`config.mk`:
```
export PLATFORM = sky130hd
export DESIGN_NAME = fbs_palette
export DESIGN_NICKNAME = d
export VERILOG_FILES = /design/src/sv/fbs_pkg.sv /design/src/sv/fbs_palette.sv
export SDC_FILE = /design/constraint.sdc
export NUM_CORES = 1
export LEC_CHECK = 0
export ABC_CLOCK_PERIOD_IN_PS = 1900
export BUFFER_PORTS_ARGS = -buffer_cell sky130_fd_sc_hd__buf_2
export CAP_MARGIN = 5
export CORE_AREA = 3 3 90 127
export CTS_CLUSTER_DIAMETER = 200
export CTS_CLUSTER_SIZE = 8
export DETAILED_ROUTE_END_ITERATION = 10
export DIE_AREA = 0 0 93 130
export HOLD_SLACK_MARGIN = 0.02
export PLACE_DENSITY = 0.63
export SLEW_MARGIN = 30
export SYNTH_ARGS = -nofsm -noshare
export SYNTH_HDL_FRONTEND = slang
export SYNTH_SLANG_ARGS = --single-unit
```
`constraint.sdc`:
```
create_clock -name i_clk -period 1.9 [get_ports i_clk]
set_input_delay 0 -clock i_clk [delete_from_list [all_inputs] [get_ports i_clk]]
set_output_delay 0 -clock i_clk [all_outputs]
set_load 0.005 [all_outputs]
```
`src/sv/fbs_pkg.sv`:
```
// Shared types, constants and helpers for the palette framebuffer scan-out block.
// Used by fbs_palette and palette_framebuffer_scanout; depends on nothing else.
package fbs_pkg;

    // Store and window geometry.
    localparam int STORE_ROWS = 256;
    localparam int STORE_COLS = 128;
    localparam int VIEW_ROWS  = 128;
    localparam int VIEW_COLS  = 128;
    localparam int BLOCK_ROWS = 8;
    localparam int BLOCK_COLS = 8;

    localparam int ROW_W      = $clog2(STORE_ROWS);
    localparam int COL_W      = $clog2(STORE_COLS);
    localparam int ROW_SUM_W  = ROW_W + 2;
    localparam int ADDR_W     = ROW_W + COL_W;
    localparam int STORE_DEPTH = STORE_ROWS * STORE_COLS;
    localparam int SCAN_R_W   = (VIEW_ROWS > 1) ? $clog2(VIEW_ROWS) : 1;
    localparam int SCAN_C_W   = (VIEW_COLS > 1) ? $clog2(VIEW_COLS) : 1;
    localparam int BLK_R_W    = (BLOCK_ROWS > 1) ? $clog2(BLOCK_ROWS) : 1;
    localparam int BLK_C_W    = (BLOCK_COLS > 1) ? $clog2(BLOCK_COLS) : 1;

    // Item and beat field widths.
    localparam int ACT_W   = 2;
    localparam int PX_W    = 7;
    localparam int PY_W    = 8;
    localparam int CELL_W  = 3;
    localparam int BYTE_W  = 8;
    localparam int COLOR_W = 16;

    // Palette.
    localparam int NPAL      = 7;
    localparam int PAL_IDX_W = 3;
    localparam logic [COLOR_W-1:0] PAL_RESET [NPAL] = '{
        16'h0000, 16'h0821, 16'h1863, 16'h38E7, 16'h79EF, 16'hFBFF, 16'hFFFF
    };

    // Window setup sequence.
    localparam int SETUP_LEN = 7;
    localparam int STEP_W    = 3;
    localparam logic [BYTE_W-1:0] CMD_COL_ADDR = 8'h15;
    localparam logic [BYTE_W-1:0] CMD_ROW_ADDR = 8'h75;
    localparam logic [BYTE_W-1:0] CMD_WR_RAM   = 8'h5C;
    localparam logic [BYTE_W-1:0] WIN_START    = 8'h00;
    localparam logic [BYTE_W-1:0] WIN_END      = 8'h7F;

    typedef enum logic [ACT_W-1:0] {
        ACT_WRITE = 2'd0,
        ACT_BEGIN = 2'd1,
        ACT_PIXEL = 2'd2
    } t_action;

    typedef enum logic [2:0] {
        ST_CLEAR,
        ST_IDLE,
        ST_SETUP,
        ST_PIX_LO,
        ST_PIX_HI
    } t_state;

    // Byte and command flag of one step of the setup sequence.
    function automatic logic [BYTE_W:0] setup_beat(input logic [STEP_W-1:0] step);
        logic [BYTE_W:0] beat;
        case (step)
            3'd0:    beat = {1'b1, CMD_COL_ADDR};
            3'd1:    beat = {1'b0, WIN_START};
            3'd2:    beat = {1'b0, WIN_END};
            3'd3:    beat = {1'b1, CMD_ROW_ADDR};
            3'd4:    beat = {1'b0, WIN_START};
            3'd5:    beat = {1'b0, WIN_END};
            default: beat = {1'b1, CMD_WR_RAM};
        endcase
        return beat;
    endfunction

    // Row sums stay below three times the store height, so two
    // conditional subtractions bring them back into range.
    function automatic logic [ROW_W-1:0] wrap_row(input logic [ROW_SUM_W-1:0] sum);
        logic [ROW_SUM_W-1:0] s1;
        logic [ROW_SUM_W-1:0] s2;
        s1 = (sum >= ROW_SUM_W'(STORE_ROWS)) ? sum - ROW_SUM_W'(STORE_ROWS) : sum;
        s2 = (s1 >= ROW_SUM_W'(STORE_ROWS)) ? s1 - ROW_SUM_W'(STORE_ROWS) : s1;
        return s2[ROW_W-1:0];
    endfunction

endpackage

```
`src/sv/fbs_palette.sv`:
```
// Palette register file with its configuration write port and the index
// to RGB565 lookup. Depends on fbs_pkg.
module fbs_palette (
    input  logic                             i_clk,
    input  logic                             i_rst_n,
    input  logic                             i_cfg_valid,
    output logic                             o_cfg_ready,
    input  logic [fbs_pkg::PAL_IDX_W-1:0]    i_cfg_index,
    input  logic [fbs_pkg::COLOR_W-1:0]      i_cfg_data,
    input  logic [fbs_pkg::CELL_W-1:0]       i_index,
    output logic [fbs_pkg::COLOR_W-1:0]      o_color
);
    import fbs_pkg::*;

    logic [COLOR_W-1:0]   r_pal [NPAL];
    logic [PAL_IDX_W-1:0] sel;

    assign o_cfg_ready = 1'b1;

    always_ff @(posedge i_clk) begin
        if (!i_rst_n) begin
            r_pal <= PAL_RESET;
        end else if (i_cfg_valid && i_cfg_index < PAL_IDX_W'(NPAL)) begin
            r_pal[i_cfg_index] <= i_cfg_data;
        end
    end

    // Index 7 has no entry of its own and shares the last one.
    always_comb begin
        sel = (i_index > CELL_W'(NPAL - 1)) ? PAL_IDX_W'(NPAL - 1) : PAL_IDX_W'(i_index);
        o_color = r_pal[sel];
    end

endmodule

```
==> results.json, run 1 <==
{
  "skew_ns": 0,
  "place.gp.congestion": 0.770,
  "fin_cells": 792,
  "min-delay-start": "i_rst_n",
  "routed_via_density": 5.61,
  "postSynthAreaPerCell_um2": 8.36,
  "start_util_pct": 49.8,
  "r2r_cells": 2,
  "synth_cell_type_count": 25,
  "grt_use_total_pct": 24.2,
  "r2r-end": "r_pal[99]",
  "core_area_um2": 10300,
  "whs_ns": 0.139,
  "layout_commonest_cell": "nand2_1",
  "place_inst": 760,
  "drv_slew": 0,
  "startpoint_type": "register",
  "drc": 0,
  "synth-warning-count": 0,
  "dr.pass1.iters": 5,
  "ys_seq_elements": 112,
  "largest_register": "r_pal",
  "fmax_ghz": 0.667,
  "largest_reg_flops": 112,
  "die_h_um": 130,
  "wl_um": 13900,
  "hold_viol_final": 0,
  "period_minus_slack_ns": 1.50,
  "yosysSeqAreaShare_pct": 43.5,
  "setup_violations": 0,
  "r2r-start": "r_pal[99]",
  "dpl_cell_area_um2": 5430,
  "reg.largest.list": "r_pal (112)",
  "post-dp-hpwl_um": 9150,
  "cts_buffer_depth": 2,
  "cts_root_buffer": "clkbuf_16",
  "critical_path.max_fanout": 2,
  "ctsResizeCount": 0,
  "cp.required_ns": 1.90,
  "reg2reg_slack_ns": 1.24,
  "pwr_density_cell_nw_per_um2": 809,
  "slowest_delay_ns": 0.31,
  "synth_nets": 641,
  "layout_setup_ws_ns": 0.401,
  "drive_gt1_share_pct": 16.1,
  "critical_path_class": "reg2out",
  "tightest_slew_ns": 0.629,
  "synthCells": 616,
  "wl_per_cell_um": 17.5,
  "synth.cell_area_um2": 5150,
  "die-area_um2": 12100,
  "holdCritPathClass": "in2reg",
  "mostFrequentLayoutCells": "nand2_1, dfxtp_1, nand3_1",
  "htree_num_levels": 3,
  "cp-end-kind": "output pin",
  "fillers": 1013,
  "min_to": "r_pal[12]",
  "cap_violations": 0,
  "grt_pass1_vias": 4450,
  "dr_total_vias": 4443,
  "area_growth_pct": 13.6,
  "slew_headroom_pct": 58.0,
  "diodes": 0,
  "first_iter_violations": 269,
  "fp.dieW_um": 93,
  "final_area_um2": 5860,
  "crit_start": "r_pal[22]",
  "io_pins": 42,
  "worstPathCellList": "mux2_2 > o211ai_1 > o221ai_1 > buf_2",
  "fin_nets": 674,
  "cpLargestDelayFamily": "compound AO/OA/AOI/OAI gates",
  "rows": 44,
  "clk_pin_slew_worst_paths_ns": 0.07,
  "dpl_worst_slack_ns": 0.476,
  "finish.utilization_pct": 56.6,
  "crit_arrival_ns": 1.50,
  "cts_buffers": 9,
  "grt_pass1_wl_um": 22800,
  "clkLatencyLatePin_ns": 0.34,
  "antenna_found_initial": 0,
  "cts_tree": "done",
  "power.leakage_nw": 2.38,
  "ant_nets": 0,
  "min_path_cells": 2,
  "setup_tns_ns": 0,
  "cts.sinks": 112,
  "vdd_drop_max_uv": 494,
  "overflow": 0,
  "cp_slowest_cell": "dfxtp_1",
  "post-route-period-util_pct": 78.9,
  "path_buf_inv": 1,
  "rsz0062_at_grt": "false",
  "port_buffers": 40,
  "fin_total_pwr_mw": 4.74,
  "outcome": "complete, no violations",
  "grt_max_degree": 32
}
[cell type report]
| type | count | area (um2) | area share [%] |
|---|---|---|---|
| tap | 138 | 173 | 2.95 |
| clock inverter | 3 | 17.5 | 0.299 |
| clock buffer | 13 | 250 | 4.27 |
| multi-input combinational | 449 | 2610 | 44.5 |
| sequential | 112 | 2240 | 38.3 |
| timing repair buffer | 77 | 568 | 9.70 |
[timing repair]
action	4_1_cts	5_1_grt
hold endpoints to repair	112	0
setup endpoints to repair	0	0
setup buffers	0	0
hold buffers	16	0
[routing by layer]
| metal | vias up | part of all wire, % | global-route usage (%) |
|---|---|---|---|
| met5 | - | 0 | 0 |
| met4 | 0 | 2.5 | 9.23 |
| met3 | 24 | 5.8 | 3.06 |
| met2 | 139 | 48 | 42.2 |
| met1 | 2138 | 43 | 30.4 |
| li1 | 2142 | - | - |
[cell families (layout without fill, tap and decap cells)]
| logic type | count (synthesis) | count (layout) | share of synthesized area (%) |
|---|---|---|---|
| AOI/OAI and AO/OA | 83 | 83 | 13.2 |
| buffers and inverters | 55 | 93 | 5.93 |
| and+or+nand+nor | 317 | 317 | 27.6 |
| muxes | 48 | 48 | 9.71 |
| DFF | 112 | 112 | 43.5 |
| other | 1 | 1 | 0.0728 |
[cell usage after synthesis]
master	n	area (um2)
a21boi_1	11	82.6
o221ai_1	16	140
and4b_1	3	30.0
buf_6	6	67.6
mux2i_1	32	320
buf_4	8	60.1
buf_1	1	3.75
nand4b_1	3	26.3
a21boi_2	10	113
nand2_1	224	841
buf_2	15	75.1
o211ai_1	16	120
mux2_2	16	180
nand4bb_1	3	33.8
nand3_1	61	305
a21boi_0	30	225
or2_2	1	6.26
nand2b_1	17	106
and4bb_2	3	37.5
nor4b_4	1	23.8
clkbuf_1	21	78.8
clkbuf_2	4	20.0
dfxtp_1	112	2240
or4b_1	1	10.0
conb_1	1	3.75
[report_power, final]
part           switching [mW]  total [mW]  internal [mW]
Clock                   0.834        1.76          0.924
Sequential             0.0336        2.45           2.42
Combinational           0.304       0.532          0.228
Total                    1.17        4.74           3.57
[worst max-delay path by stage]
stage                  endpoint  cells after the start  slack, ns
floorplan            r_pal[110]                      5       0.88
detailed placement   r_pal[110]                      4       0.48
CTS                  o_color[6]                      4       0.35
finish               o_color[6]                      4       0.40
global route         o_color[6]                      4       0.30
global placement    o_color[14]                      5       0.50
No activity file was read; power rests on OpenSTA's default activity.
==> run 2, diff against run 1 <==
--- a/config.mk
+++ b/config.mk
@@ -5,7 +5,7 @@
 export SDC_FILE = /design/constraint.sdc
 export NUM_CORES = 1
 export LEC_CHECK = 0
-export ABC_CLOCK_PERIOD_IN_PS = 1900
+export ABC_CLOCK_PERIOD_IN_PS = 1450
 export BUFFER_PORTS_ARGS = -buffer_cell sky130_fd_sc_hd__buf_2
 export CAP_MARGIN = 5
 export CORE_AREA = 3 3 90 127
==> constraint.sdc (replaced) <==
create_clock -name i_clk -period 1.45 [get_ports i_clk]
set_input_delay 0 -clock i_clk [delete_from_list [all_inputs] [get_ports i_clk]]
set_output_delay 0 -clock i_clk [all_outputs]
set_load 0.005 [all_outputs]
==> results.json, run 2 (synthesized netlist as in run 1, its figures left out) <==
{
  "layout_setup_ws_ns": -0.00659,
  "cts_buffer_depth": 2,
  "largest_register": "r_pal",
  "cts_setup_buffers": 0,
  "crit_arrival_ns": 1.46,
  "path_buf_inv": 1,
  "skew_ns": 0,
  "min-delay-start": "i_cfg_valid",
  "crit_start": "r_pal[17]",
  "topRoutingLayerUsed": "met4",
  "slew_headroom_pct": 49.6,
  "drc": 0,
  "r2r_cells": 2,
  "first_iter_violations": 350,
  "clkLatencyLatePin_ns": 0.34,
  "wl_um": 14400,
  "pwr_density_cell_nw_per_um2": 1070,
  "grt_pass1_wl_um": 23300,
  "layout_commonest_cell": "nand2_1",
  "clk_pin_slew_worst_paths_ns": 0.07,
  "drt-met1-wl_um": 6230,
  "largest_reg_flops": 112,
  "wl_met3_um": 724,
  "worstPathCellList": "mux2_2 > o211ai_1 > o221ai_1 > buf_2",
  "mostFrequentLayoutCells": "nand2_1, dfxtp_1, nand3_1",
  "die_h_um": 130,
  "cp_slowest_cell": "dfxtp_2",
  "path_depth": 4,
  "wl_per_cell_um": 17.9,
  "startpoint_type": "register",
  "cts_tree": "done",
  "routed_via_density": 5.57,
  "reg2reg_slack_ns": 0.80,
  "antenna_found_initial": 0,
  "grt_max_degree": 60,
  "fillers": 977,
  "drv_slew": 0,
  "fin_cells": 801,
  "tightest_slew_ns": 0.756,
  "fp.dieW_um": 93,
  "whs_ns": 0.253,
  "holdCritPathClass": "in2reg",
  "cts_root_buffer": "clkbuf_16",
  "r2r-start": "r_pal[41]",
  "cp.required_ns": 1.45,
  "grt_use_total_pct": 25.0,
  "post-dp-hpwl_um": 9190,
  "cts_buffers": 9,
  "setup_violations": 1,
  "ant_nets": 0,
  "outcome": "complete, but fails checks",
  "port_buffers": 40,
  "io_pins": 42,
  "dr_total_vias": 4462,
  "slowest_delay_ns": 0.32,
  "cp-endpoint": "o_color[1]",
  "critical_path.max_fanout": 2,
  "diodes": 0,
  "fin_total_pwr_mw": 6.47,
  "fmax_ghz": 0.687,
  "hold_viol_final": 0,
  "reg.largest.list": "r_pal (112)",
  "cp-end-kind": "output pin",
  "vdd_drop_max_uv": 603,
  "wl_met2_um": 7050,
  "die-area_um2": 12100,
  "r2r-end": "r_pal[41]",
  "htree_num_levels": 3,
  "start_util_pct": 49.8,
  "cts.sinks": 112,
  "post-route-period-util_pct": 100,
  "setup_tns_ns": -0.00659,
  "dr.pass1.iters": 5,
  "critical_path_class": "reg2out",
  "dpl_worst_slack_ns": 0.144,
  "drive_gt1_share_pct": 18.6,
  "cpLargestDelayFamily": "compound AO/OA/AOI/OAI gates",
  "fin_nets": 683,
  "area_growth_pct": 17.0,
  "overflow": 0,
  "cap_violations": 0,
  "violations": "setup timing",
  "place_inst": 768,
  "core_area_um2": 10300,
  "power.leakage_nw": 2.45,
  "grt_pass1_vias": 4407,
  "rows": 44,
  "period_minus_slack_ns": 1.46,
  "place.gp.congestion": 0.793,
  "rsz0062_at_grt": "true"
}
-- run 2: timing repair --
action | 4_1_cts | 5_1_grt
pin swaps | 0 | 4
resized for setup | 3 | 7
hold endpoints to repair | 112 | 0
setup endpoints to repair | 4 | 15
hold buffers | 17 | 0
-- run 2: per-stage QoR --
step	utilization, %	cell area (um2)
after floorplan	-	5150
after global placement	53.5	5540
after detailed placement	53.5	5540
after CTS	58.1	6020
after global routing	58.2	6030
final	58.2	6030
-- run 2: power by group --
group	internal [mW]	leakage, nW	switching [mW]
combinational	0.321	1.40	0.407
sequential	3.17	0.909	0.0446
clock	1.39	0.139	1.14
-- run 2: layout make-up --
type                    count  area, um2  area share, %
repair buffers             86        688           11.4
multi-input cells         449       2620           43.4
well taps                 138        173           2.86
clock buffers              12        246           4.09
clock inverters             4       53.8          0.892
flip-flops and latches    112       2250           37.4
-- run 2: how the worst min path moves through the flow --
stage	to	slack, ns	cells past startpoint
2_1_floorplan	r_pal[0]	0.12	2
3_3_place_gp	r_pal[69]	0.31	3
3_5_place_dp	r_pal[85]	0.32	3
4_1_cts	r_pal[84]	0.23	4
5_1_grt	r_pal[84]	0.29	4
6_report	r_pal[84]	0.25	4
-- run 2: worst reg2reg max path, delay by kind of cell (launching register included) --
kind | cells | cell delay [ns]
and+or+nand+nor | 1 | 0.05
AOI/OAI and AO/OA | 1 | 0.18
DFF | 1 | 0.34
-- run 2: metal layers --
| metal | track usage, % | vias to the layer above |
|---|---|---|
| met5 | 0 | - |
| met3 | 3.98 | 29 |
| met4 | 11.0 | 0 |
| met1 | 31.4 | 2138 |
| met2 | 42.4 | 137 |
| li1 | - | 2158 |
==> run 3, diff against run 2 <==
--- a/config.mk
+++ b/config.mk
@@ -15,6 +15,7 @@
 export DIE_AREA = 0 0 93 130
 export HOLD_SLACK_MARGIN = 0.02
 export PLACE_DENSITY = 0.63
+export SETUP_SLACK_MARGIN = 0.1
 export SLEW_MARGIN = 30
 export SYNTH_ARGS = -nofsm -noshare
 export SYNTH_HDL_FRONTEND = slang
==> results.json, run 3 (synthesized netlist as in run 1, its figures left out) <==
{
  "wl_um": 14500,
  "worstPathCellList": "mux2_2 > o211ai_1 > o221ai_1 > buf_2",
  "whs_ns": 0.250,
  "pwr-share-comb_pct": 11.4,
  "overflow": 0,
  "die_h_um": 130,
  "min_to": "r_pal[84]",
  "pwr_density_cell_nw_per_um2": 1070,
  "first_iter_violations": 327,
  "hold_viol_final": 0,
  "p_int_mw": 4.89,
  "period_minus_slack_ns": 1.46,
  "dr_total_vias": 4471,
  "r2r-end": "r_pal[42]",
  "core_area_um2": 10300,
  "io_pins": 42,
  "cp.required_ns": 1.45,
  "crit_arrival_ns": 1.46,
  "diodes": 0,
  "start_util_pct": 49.8,
  "fp.dieW_um": 93,
  "r2r_cells": 2,
  "cap_violations": 0,
  "dr.pass1.iters": 5,
  "largest_register": "r_pal",
  "fin_cells": 801,
  "startpoint_type": "register",
  "violations": "setup timing",
  "cp-end-kind": "output pin",
  "fmax_ghz": 0.687,
  "min-delay-start": "i_cfg_valid",
  "cts_setup_buffers": 0,
  "post-route-period-util_pct": 100,
  "cts_root_buffer": "clkbuf_16",
  "grt_pass1_wl_um": 23400,
  "tightest_slew_ns": 0.756,
  "wl_per_cell_um": 18.1,
  "layout_commonest_cell": "nand2_1",
  "grt_use_total_pct": 25.1,
  "layout_setup_ws_ns": -0.00519,
  "clkLatencyLatePin_ns": 0.34,
  "cts_buffers": 9,
  "ant_nets": 0,
  "dpl_cell_area_um2": 5540,
  "critical_path.max_fanout": 2,
  "post-dp-hpwl_um": 9190,
  "drive_gt1_share_pct": 20.2,
  "cts_buffer_depth": 2,
  "outcome": "complete, but fails checks",
  "dpl_worst_slack_ns": 0.144,
  "port_buffers": 40,
  "slew_headroom_pct": 49.6,
  "grt_max_degree": 60,
  "power_frac_clock_pct": 39.1,
  "largest_reg_flops": 112,
  "drc": 0,
  "htree_num_levels": 3,
  "place.gp.congestion": 0.793,
  "die-area_um2": 12100,
  "cp_slowest_cell": "dfxtp_2",
  "cts.sinks": 112,
  "rows": 44,
  "critical_path_class": "reg2out",
  "mostFrequentLayoutCells": "nand2_1, dfxtp_1, nand3_1",
  "min_path_cells": 4,
  "rsz0062_at_grt": "true",
  "antenna_found_initial": 0,
  "skew_ns": 0,
  "grt_pass1_vias": 4444,
  "holdCritPathClass": "in2reg",
  "setup_tns_ns": -0.00665,
  "place_inst": 768,
  "power.leakage_nw": 2.49,
  "fin_nets": 683,
  "switching_share_pct": 24.6,
  "drv_slew": 0,
  "reg2reg_slack_ns": 0.80,
  "reg.largest.list": "r_pal (112)",
  "r2r-start": "r_pal[42]",
  "power_frac_seq_pct": 49.5,
  "area_growth_pct": 17.9,
  "power.switching_mw": 1.60,
  "clk_pin_slew_worst_paths_ns": 0.07,
  "routed_via_density": 5.58,
  "cts_tree": "done",
  "slowest_delay_ns": 0.32,
  "setup_violations": 2,
  "vdd_drop_max_uv": 604,
  "final_area_um2": 6080
}
[run 3: final cells by class]
cell class	instances	area (um2)
clock buffers	12	246
flip-flops and latches	112	2270
fillers	975	4270
repair buffers	86	688
well taps	138	173
clock inverters	4	53.8
multi-input cells	449	2650
[run 3: per-layer routing]
layer	part of all wire [%]	wire (um)	vias up	GRT usage (%)
met5	0	0	-	0
met4	3.1	456	0	11.5
met3	5.0	719	37	3.98
met2	49	7080	136	42.6
met1	43	6240	2145	31.4
li1	-	-	2153	-
[run 3: repair_timing]
item,in CTS,in global routing
pin swaps,10,5
endpoints found under the setup margin,16,16
gates resized for setup,27,3
endpoints found under the hold margin,112,0
hold buffers,17,0
[run 3: metrics by stage]
stage / total power, mW / utilization, %
floorplan: 3.69 / -
global placement: 3.95 / 53.5
detailed placement: 3.97 / 53.5
CTS: 6.51 / 58.7
global route: 6.72 / 58.7
finish: 6.49 / 58.7
[run 3: power by group through the flow]
stage | sequential, mW | clock (mW) | combinational [mW]
2_1_floorplan | 3.27 | 0 | 0.424
3_3_place_gp | 3.28 | 0 | 0.675
3_5_place_dp | 3.28 | 0 | 0.689
4_1_cts | 3.21 | 2.56 | 0.739
5_1_grt | 3.22 | 2.69 | 0.807
6_report | 3.21 | 2.54 | 0.738
[run 3: worst max-delay path, delay by kind of cell (launching register included)]
family / cells / cell delay (ns)
AOI/OAI and AO/OA: 2 / 0.38
DFF: 1 / 0.32
muxes: 1 / 0.25
buffers and inverters: 1 / 0.16
[run 3: worst max path at each step]
stage                   start          to  slack, ns
5_1_grt             r_pal[39]  o_color[7]      -0.07
3_3_place_gp       i_index[0]  o_color[4]       0.16
6_report            r_pal[17]  o_color[1]     -0.005
2_1_floorplan  i_cfg_index[1]  r_pal[110]       0.43
3_5_place_dp       i_index[0]  o_color[7]       0.14
4_1_cts             r_pal[23]  o_color[7]     -0.006
